**config.mk**
```make
export PLATFORM = sky130hd
export DESIGN_NAME = sorted_array_priority_queue
export DESIGN_NICKNAME = d
export VERILOG_FILES = /design/src/rtl/sapq_pkg.sv /design/src/rtl/sorted_array_priority_queue.sv
export SDC_FILE = /design/constraint.sdc
export NUM_CORES = 1
export LEC_CHECK = 0
export ABC_AREA = 1
export BUFFER_PORTS_ARGS = -buffer_cell sky130_fd_sc_hd__buf_2
export CELL_PAD_IN_SITES_DETAIL_PLACEMENT = 2
export CELL_PAD_IN_SITES_GLOBAL_PLACEMENT = 2
export CORE_MARGIN = 3
export CORE_UTILIZATION = 46
export CTS_BUF_LIST = sky130_fd_sc_hd__clkbuf_4
export CTS_CLUSTER_DIAMETER = 200
export DETAILED_ROUTE_END_ITERATION = 7
export MAX_ROUTING_LAYER = met4
export PLACE_DENSITY_LB_ADDON = 0.12
export RECOVER_POWER = 50
export SLEW_MARGIN = 10
export SYNTH_ARGS = -nofsm -noshare
export SYNTH_HDL_FRONTEND = slang
export SYNTH_SLANG_ARGS = --single-unit
```
**constraint.sdc**
```tcl
create_clock -name clk -period 5.25 [get_ports clk]
set_clock_uncertainty 0.2 [all_clocks]
set_input_delay 0.2625 -clock clk [delete_from_list [all_inputs] [get_ports clk]]
set_output_delay 0.2625 -clock clk [all_outputs]
set_load 0.01 [all_outputs]
```
**src/rtl/sapq_pkg.sv**
```systemverilog
package sapq_pkg;

  // Queue geometry
  localparam int CAPACITY = 32;
  localparam int DATA_W   = 32;
  localparam int IDX_W    = (CAPACITY > 1) ? $clog2(CAPACITY) : 1;
  localparam int CNT_W    = $clog2(CAPACITY + 1);

  // Command codes
  localparam logic [1:0] CMD_INSERT  = 2'd0;
  localparam logic [1:0] CMD_DELETE  = 2'd1;
  localparam logic [1:0] CMD_DISPLAY = 2'd2;

  // Status codes
  localparam logic [1:0] ST_OK    = 2'd0;
  localparam logic [1:0] ST_FULL  = 2'd1;
  localparam logic [1:0] ST_EMPTY = 2'd2;

  typedef struct packed {
    logic [1:0]               command;
    logic signed [DATA_W-1:0] value;
  } sapq_req_t;

  typedef struct packed {
    logic [1:0]               status;
    logic signed [DATA_W-1:0] value_res;
    logic                     last;
  } sapq_rsp_t;

endpackage

```
**src/rtl/sorted_array_priority_queue.sv**
```systemverilog
// Min-priority queue of up to CAPACITY signed 32-bit values, held in ascending
// order in a ring inside one synchronous memory with one read and one write
// port. An insert into a non-empty queue reads the last entry, then moves each
// larger entry up a place, each move needing one memory read followed by a
// compare, and then writes the new value into the freed place. A delete reads
// the front entry and returns it, and a display streams the held entries from
// the front, one entry per cycle while the output is not stalled. Full and
// empty replies are issued from the response state. The block handles one
// item at a time: req_stall is high from acceptance until the last result of
// that item has entered the output register. A result may wait in the output
// register while the next item is accepted. Unused command codes are dropped
// with no result. No clearing pass runs after reset.
module sorted_array_priority_queue import sapq_pkg::*; (
  input  logic      clk,
  input  logic      rst,
  input  logic      req_valid,
  output logic      req_stall,
  input  sapq_req_t req,
  output logic      rsp_valid,
  input  logic      rsp_stall,
  output sapq_rsp_t rsp
);

  typedef enum logic [2:0] {
    S_IDLE,
    S_INS_CMP,
    S_INS_PUT,
    S_DEL_OUT,
    S_DISP,
    S_RESP
  } state_t;

  localparam logic [IDX_W:0] CAP_EXT = (IDX_W + 1)'(CAPACITY);
  localparam logic [CNT_W-1:0] CAP_CNT = CNT_W'(CAPACITY);

  state_t                   state;
  logic [IDX_W-1:0]         front;
  logic [CNT_W-1:0]         count;
  logic [IDX_W-1:0]         jdx;
  logic signed [DATA_W-1:0] val;
  logic [1:0]               resp_status;

  logic [DATA_W-1:0]        mem [CAPACITY];
  logic signed [DATA_W-1:0] rdata;
  logic                     re;
  logic                     we;
  logic [IDX_W-1:0]         raddr;
  logic [IDX_W-1:0]         waddr;
  logic [DATA_W-1:0]        wdata;

  logic accept;
  logic out_free;
  logic rsp_load;
  logic less;
  logic disp_last;
  logic [IDX_W-1:0] slot_cnt_m1;
  logic [IDX_W-1:0] slot_j;
  logic [IDX_W-1:0] slot_jm2;
  logic [IDX_W-1:0] slot_1;
  logic [IDX_W-1:0] slot_i1;

  // Ring position of an offset from the front
  function automatic logic [IDX_W-1:0] slot_of(input logic [IDX_W-1:0] f,
                                               input logic [IDX_W-1:0] o);
    logic [IDX_W:0] s;
    s = {1'b0, f} + {1'b0, o};
    if (s >= CAP_EXT) s = s - CAP_EXT;
    return s[IDX_W-1:0];
  endfunction

  // Handshake and decode
  assign req_stall = (state != S_IDLE);
  assign accept    = req_valid && !req_stall;
  assign out_free  = !rsp_valid || !rsp_stall;
  assign rsp_load  = out_free && (state == S_INS_PUT || state == S_DEL_OUT ||
                                  state == S_DISP || state == S_RESP);
  assign less      = (val < rdata);
  assign disp_last = ((CNT_W'(jdx) + CNT_W'(1)) == count);

  assign slot_cnt_m1 = slot_of(front, IDX_W'(count - CNT_W'(1)));
  assign slot_j      = slot_of(front, jdx);
  assign slot_jm2    = slot_of(front, jdx - IDX_W'(2));
  assign slot_1      = slot_of(front, IDX_W'(1));
  assign slot_i1     = slot_of(front, jdx + IDX_W'(1));

  // Drive the memory ports
  always_comb begin
    re    = 1'b0;
    raddr = front;
    we    = 1'b0;
    waddr = slot_j;
    wdata = val;
    unique case (state)
      S_IDLE: begin
        if (accept && count != '0) begin
          if (req.command == CMD_INSERT && count < CAP_CNT) begin
            re    = 1'b1;
            raddr = slot_cnt_m1;
          end else if (req.command == CMD_DELETE || req.command == CMD_DISPLAY) begin
            re    = 1'b1;
            raddr = front;
          end
        end
      end
      S_INS_CMP: begin
        if (less) begin
          we    = 1'b1;
          wdata = rdata;
          if (jdx > IDX_W'(1)) begin
            re    = 1'b1;
            raddr = slot_jm2;
          end
        end
      end
      S_INS_PUT: begin
        we = out_free;
      end
      S_DISP: begin
        if (out_free && !disp_last) begin
          re    = 1'b1;
          raddr = slot_i1;
        end
      end
      default: begin
      end
    endcase
  end

  // Entry store
  always_ff @(posedge clk) begin
    if (we) mem[waddr] <= wdata;
    if (re) rdata <= mem[raddr];
  end

  // Sequence commands and hold the output register
  always_ff @(posedge clk) begin
    if (rst) begin
      state     <= S_IDLE;
      front     <= '0;
      count     <= '0;
      rsp_valid <= 1'b0;
    end else begin
      if (rsp_load) rsp_valid <= 1'b1;
      else if (!rsp_stall) rsp_valid <= 1'b0;
      unique case (state)
        S_IDLE: begin
          if (accept) begin
            val <= req.value;
            case (req.command)
              CMD_INSERT: begin
                if (count >= CAP_CNT) begin
                  resp_status <= ST_FULL;
                  state       <= S_RESP;
                end else if (count == '0) begin
                  jdx   <= '0;
                  state <= S_INS_PUT;
                end else begin
                  jdx   <= IDX_W'(count);
                  state <= S_INS_CMP;
                end
              end
              CMD_DELETE: begin
                if (count == '0) begin
                  front       <= '0;
                  resp_status <= ST_EMPTY;
                  state       <= S_RESP;
                end else begin
                  state <= S_DEL_OUT;
                end
              end
              CMD_DISPLAY: begin
                jdx <= '0;
                if (count == '0) begin
                  resp_status <= ST_EMPTY;
                  state       <= S_RESP;
                end else begin
                  state <= S_DISP;
                end
              end
              default: begin
              end
            endcase
          end
        end
        // Move one larger entry up a place per cycle
        S_INS_CMP: begin
          if (less) begin
            jdx <= jdx - IDX_W'(1);
            if (jdx == IDX_W'(1)) state <= S_INS_PUT;
          end else begin
            state <= S_INS_PUT;
          end
        end
        S_INS_PUT: begin
          if (out_free) begin
            rsp.status    <= ST_OK;
            rsp.value_res <= '0;
            rsp.last      <= 1'b1;
            count         <= count + CNT_W'(1);
            state         <= S_IDLE;
          end
        end
        S_DEL_OUT: begin
          if (out_free) begin
            rsp.status    <= ST_OK;
            rsp.value_res <= rdata;
            rsp.last      <= 1'b1;
            front         <= slot_1;
            count         <= count - CNT_W'(1);
            state         <= S_IDLE;
          end
        end
        // Stream entries from the front
        S_DISP: begin
          if (out_free) begin
            rsp.status    <= ST_OK;
            rsp.value_res <= rdata;
            rsp.last      <= disp_last;
            if (disp_last) state <= S_IDLE;
            else jdx <= jdx + IDX_W'(1);
          end
        end
        S_RESP: begin
          if (out_free) begin
            rsp.status    <= resp_status;
            rsp.value_res <= '0;
            rsp.last      <= 1'b1;
            state         <= S_IDLE;
          end
        end
        default: state <= S_IDLE;
      endcase
    end
  end

endmodule

```
Word level (Yosys, flattened, before mapping):

Memories as Yosys holds them, arrays and structs flattened. A register that Yosys moved wholly into a read port is not among the register bits.
Index checks and enable logic that the tools add are counted.

* flip-flop bits (word level): 89
* memory bits (writable): 1024
* input port bits: 38
* word-level logic and storage cells: 159
* memories: 1

* add/sub/neg operators: 16
* $lt $le $gt $ge: 9
* eq/ne operators: 27
* muxes and demuxes: 62
* bitwise logic cells: 1
* reduce and logical (&&, ||, !) cells: 33

Memories
* mem: words 32, bits a word 32, read ports 1, clocked after Yosys merged registers in 1, write ports 1, line sorted_array_priority_queue.sv:43 `logic [DATA_W-1:0] mem [CAPACITY];`

Operator list (number)
* $mux 35: 4
* $pmux 35 s4: 1
* $mux 5: 20
* $mux 32: 2
* $ge 6x6->1 const B: 6
* $lt 32x32->1: 1
* $pmux 5 s3: 2
* $sub 5x1->5 const B: 6
* $add 5x5->6: 4
* $mux 3: 8
* $ne 2x2->1 const B: 10
* $pmux 5 s2: 2
* $reduce_and 6->1: 3
* $add 5x1->6 const B: 2
* $mux 1: 12
* $mux 6: 2
* $pmux 3 s4: 1
* $pmux 6 s2: 1
* $ne 3x3->1 const B: 3
* $pmux 3 s3: 1
* $ne 2x1->1 const B: 4
* $reduce_and 8->1: 1
* $add 6x1->6 const B: 1
* $eq 3x2->1 const B: 2
* 31 further kinds: 49

Longest topological paths before layout:

* word-level depth: 7
* depth in mapped cells: 26
* gate-level depth less buffers: 24

Worst setup path before layout:

OpenSTA, ideal clock, no wires.

* kind: register to register
* from: reg val[21]
* to: mem mem[0][0] (enable)
* setup time: 421 ps
* arrival time: 3523 ps
* required time: 4629 ps
* setup slack: 1106 ps
* cell stages (with the launch flop): 15
* period minus slack after synthesis: 4144 ps
* path through: edfxtp_1 ha_1 a21oi_1 nor2_1 nor3_1 a21oi_1 nor2_1 nand2_1 nand2_1 nand2_2 nor2_1 clkinv_1 nand2_1 nand3_1 nor2_1

* cells in the longest elaborated chain, start to end: 5

RTL lines
* start: declaration: line sorted_array_priority_queue.sv:40 `logic signed [DATA_W-1:0] val;`
* start signal: assignment: line sorted_array_priority_queue.sv:148 `val <= req.value;`
* $lt 32x32->1: line sorted_array_priority_queue.sv:77 `assign less = (val < rdata);`
* $mux 1: line sorted_array_priority_queue.sv:106 `if (less) begin`
* $pmux 1 s2: line sorted_array_priority_queue.sv:93 `unique case (state)`
* $mux 1: line sorted_array_priority_queue.sv:131 `if (we) mem[waddr] <= wdata;`
* $mux 1 (implied by the code): line sorted_array_priority_queue.sv:131
* end: declaration: line sorted_array_priority_queue.sv:43

No other way between the ends.

Final worst setup path:

* from: reg jdx[0]
* to: reg rdata[27] (read register of mem), data pin

* cells in the longest elaborated chain, start to end: 7

RTL lines
* start: declaration: line sorted_array_priority_queue.sv:39 `logic [IDX_W-1:0] jdx;`
* start signal: assignment: line sorted_array_priority_queue.sv:158 `jdx <= IDX_W'(count);`
* start signal: assignment: line sorted_array_priority_queue.sv:188 `jdx <= jdx - IDX_W'(1);`
* start signal: assignment: line sorted_array_priority_queue.sv:220 `else jdx <= jdx + IDX_W'(1);`
* $sub 5x2->5: line sorted_array_priority_queue.sv:82 `assign slot_jm2 = slot_of(front, jdx - IDX_W'(2));`
* $add 5x5->6: line sorted_array_priority_queue.sv:66 `s = {1'b0, f} + {1'b0, o};`
* $sub 5x1->5 or $ge 6x6->1 (tied branches): line sorted_array_priority_queue.sv:67 `if (s >= CAP_EXT) s = s - CAP_EXT;`
* $mux 5: line sorted_array_priority_queue.sv:67
* $mux 5: line sorted_array_priority_queue.sv:109 `if (jdx > IDX_W'(1)) begin`
* $mux 5: line sorted_array_priority_queue.sv:106
* $pmux 5 s3: line sorted_array_priority_queue.sv:93
* end: declaration: line sorted_array_priority_queue.sv:44 `logic signed [DATA_W-1:0] rdata;`

Parallel ways exist; a longest one is shown, timed or not.
A chain may end at the register's enable or synchronous reset.

==> out/metrics.yaml <==
run_status:
  result_of_the_run: "finished, violations left"
  failed_checks: "capacitance limit, slew limit"
critical_path:
  setup.reg_to_reg.worst_slack_ns: 0.14
  critical_path_required_ns: 5.97
  critPathCapture: "rdata[27]"
  rr_endpoint: "rdata[27]"
  setup.worst_path.start: "jdx[0]"
  start_kind: "register"
  crit_arrival_ns: 5.83
  crit_fanout: 166
  criticalPathCategory: "reg -> reg"
  ff2ff_path_depth: 21
  regToRegStartpoint: "jdx[0]"
  worst_setup_path_end_kind: "register"
layout:
  fin_area_sq_um: 55900
  final_nets: 4571
  drive_gt1_share_pct: 15.8
  area_growth_syn_to_layout_pct: 14.8
  mostFrequentLayoutCell: "nand3_1"
  layout.cells.non_filler: 6039
  layout.cells.most_common_list: "1499 x nand3_1, 1130 x edfxtp_1, 694 x nand2_1"
timing:
  hold_ws_ns: 0.111
  grt_setup_unrepaired: "false"
  setup_viol: 0
  fin_crit_ns: 5.11
  final_min_period_over_clock_period_pct: 97.3
  final.setup.tns_ns: 0
  hold_viol_final: 0
  maxClockFrequency_ghz: 0.196
  worst_slew_pin_slew_ns: 2.42
  relative_slew_margins_pct: -61.2
  final-max-slew-violation-count: 126
clocking:
  sink_count_of_the_clock_tree: 1145
  cts.clk_slew.worst_paths_ns: 0.09
  ctsLongestPathBuffers: 4
  latest_clock_arrival_within_the_worst_skew_pair_ns: 1.26
  cts_tree: "done"
  h_tree_lvls: 5
  cts_inserted_buffers: 319
  cts_root_buf: "clkbuf_4"
synth:
  synthDistinctLibCells: 44
  synthCells: 4097
  total_of_flip_flops_plus_latches_after_synthesis: 1145
  synth.net_count: 4199
  post_synth_instance_area_sq_um: 48700
  synth_warnings: 0
  dominantRegCellSynth: "edfxtp_1"
  synth_top_cell_by_area: "edfxtp_1"
  post-synth-top-area-fraction_pct: 69.7
  post_synth.cell_area_avg_sq_um: 11.9
  synth.yosys.seq_area_share_pct: 70.3
  yosys-top-cells-area: "edfxtp_1 70%, nand3_1 15%, nand2_1 5.4%"
  async_flop_share_pct: 0
  synth_edf_count: 1130
route:
  drt_iter0_markers: 5189
  routed_wire_length_per_instance_um: 35.8
  drtAntennaViolNets: 0
  detailedRoute.firstPassIterationCount: 6
  finalWirelength_um: 216000
  drc: 0
  post_drt_via_cell_ratio: 6.55
  detailed_route_via_count: 39600
pwr:
  p_leak_nw: 20.3
  ir_drop_uv: 734
  power.density_cell_area_nw_per_um2: 774
grt:
  grt_start_max_net_pins: 167
  antenna_found_initial: 10
  number_of_global_route_vias_before_repair: 43600
  grt_first_pass_wirelength_um: 313000
  overall_fraction_of_global_route_tracks_in_use_pct: 39.9
  grt.overflow.total: 0
die:
  floorplan.initialDensity_pct: 46.7
  floorplan.die_area_sq_um: 110000
  fp.dieH_um: 331
  die_w_um: 331
  row_count: 118
  top_level_ports: 75
  placeableCoreArea_sq_um: 104000
placed_design:
  hpwlAfterDp_um: 112000
  postPlaceCellArea_sq_um: 51600
  globalplace.congestion: 0.876
  buffers_on_ports: 74
  post-place-cells: 5438
worst_hold_path:
  worstHoldPathType: "in -> reg"
  hold_path_depth: 3
  min_from: "req[8]"
flow_run:
  drv.max_cap_violation_count: 4
logic make-up after synthesis:
logic type | Yosys count | share of synthesized area (%)
xor gates and xnor gates | 24 | 0.432
muxes | 1 | 0.0206
and+or+nand+nor | 2338 | 22.1
buffers and inverters | 393 | 3.88
AOI/OAI and AO/OA | 132 | 1.53
adders and majority gates | 64 | 1.71
DFF | 1145 | 70.3
worst min-delay path by stage:
stage                            to  slack, ns
after floorplan           rsp_valid       0.13
after global placement       val[4]       0.24
after detailed placement    val[13]       0.24
after CTS                  front[3]      0.007
after global routing         val[5]       0.08
final                        val[8]       0.11
routing by layer:
metal  vias up  global-route usage, %  wire (um)
met5         -                      -          0
met4         0                   22.9      14200
met3       874                   8.03      19100
met2      2559                   63.5     104000
met1     20400                   47.6      79100
li1      15800                      -          -
cell usage after synthesis, types with 3 or more instances:
master	instances
nor2_2	4
a31oi_1	3
buf_1	7
o21ai_0	58
nand3_1	1500
clkbuf_1	59
dfxtp_1	15
nor4_1	3
xnor2_1	8
buf_6	14
a21oi_2	3
nor2_1	109
o211ai_1	4
buf_4	21
inv_1	100
nand4_1	7
a211oi_1	7
xor2_1	16
nor3_1	10
edfxtp_1	1130
buf_2	184
a21oi_1	42
ha_1	60
nand2_1	694
nand2_2	5
fa_1	4
inv_2	6
critical path, cell delays in order (launching register included):
cell and delay [ns]:
edfxtp_1 0.62, ha_1 0.36, xor2_1 0.32, nand2_1 0.10
nand2_1 0.07, inv_1 0.06, nand2_1 0.08, nor2_1 0.06
nand2_2 0.12, nand2_2 0.11, nand2_2 0.11, nand2_2 0.08
a21oi_2 0.12, nand2_1 0.13, nand2_8 0.35, buf_12 0.62
nand3_1 0.16, nand3_1 0.17, nand3_1 0.14, nand3_1 0.14
nand3_1 0.09, nand2_1 0.37
registers in the layout, indices dropped and copies added (netlist names), 3 cells and up:
signal  flops
front       5
state       3
count       6
rdata      32
mem      1024
val        32
jdx         5
rsp        35
per-stage QoR:
| stage | worst slack [ns] | utilization [%] | power, W |
|---|---|---|---|
| 3_3_place_gp | 0.527 | 49.5 | 0.0318 |
| 5_1_grt | 0.0114 | 53.6 | 0.0450 |
| 4_1_cts | 0.407 | 53.9 | 0.0422 |
| 2_1_floorplan | 1.11 | - | 0.0246 |
| 6_report | 0.143 | 53.6 | 0.0433 |
| 3_5_place_dp | 0.431 | 49.5 | 0.0330 |
cell type report:
| cell class | instances | area, sq um |
|---|---|---|
| multi-input cells | 2560 | 12900 |
| inverters | 108 | 407 |
| clock buffers | 451 | 3390 |
| flip-flops and latches | 1145 | 34200 |
| well taps | 1380 | 1730 |
| repair buffers | 335 | 2860 |
| fillers | 10100 | 48400 |
| diodes | 6 | 15.0 |
| clock inverters | 54 | 400 |
timing repair:
item	CTS	global route
resized for setup	0	2
setup buffers	0	8
hold endpoints to repair	93	0
endpoints found under the setup margin	0	4
hold buffers	81	0
power breakdown:
group | internal (W) | leakage, nW | switching (W)
sequential | 0.0118 | 10.3 | 0.000415
clock | 0.00426 | 2.27 | 0.00431
combinational | 0.00564 | 7.73 | 0.0168
Power figures use the tool's default switching activity.
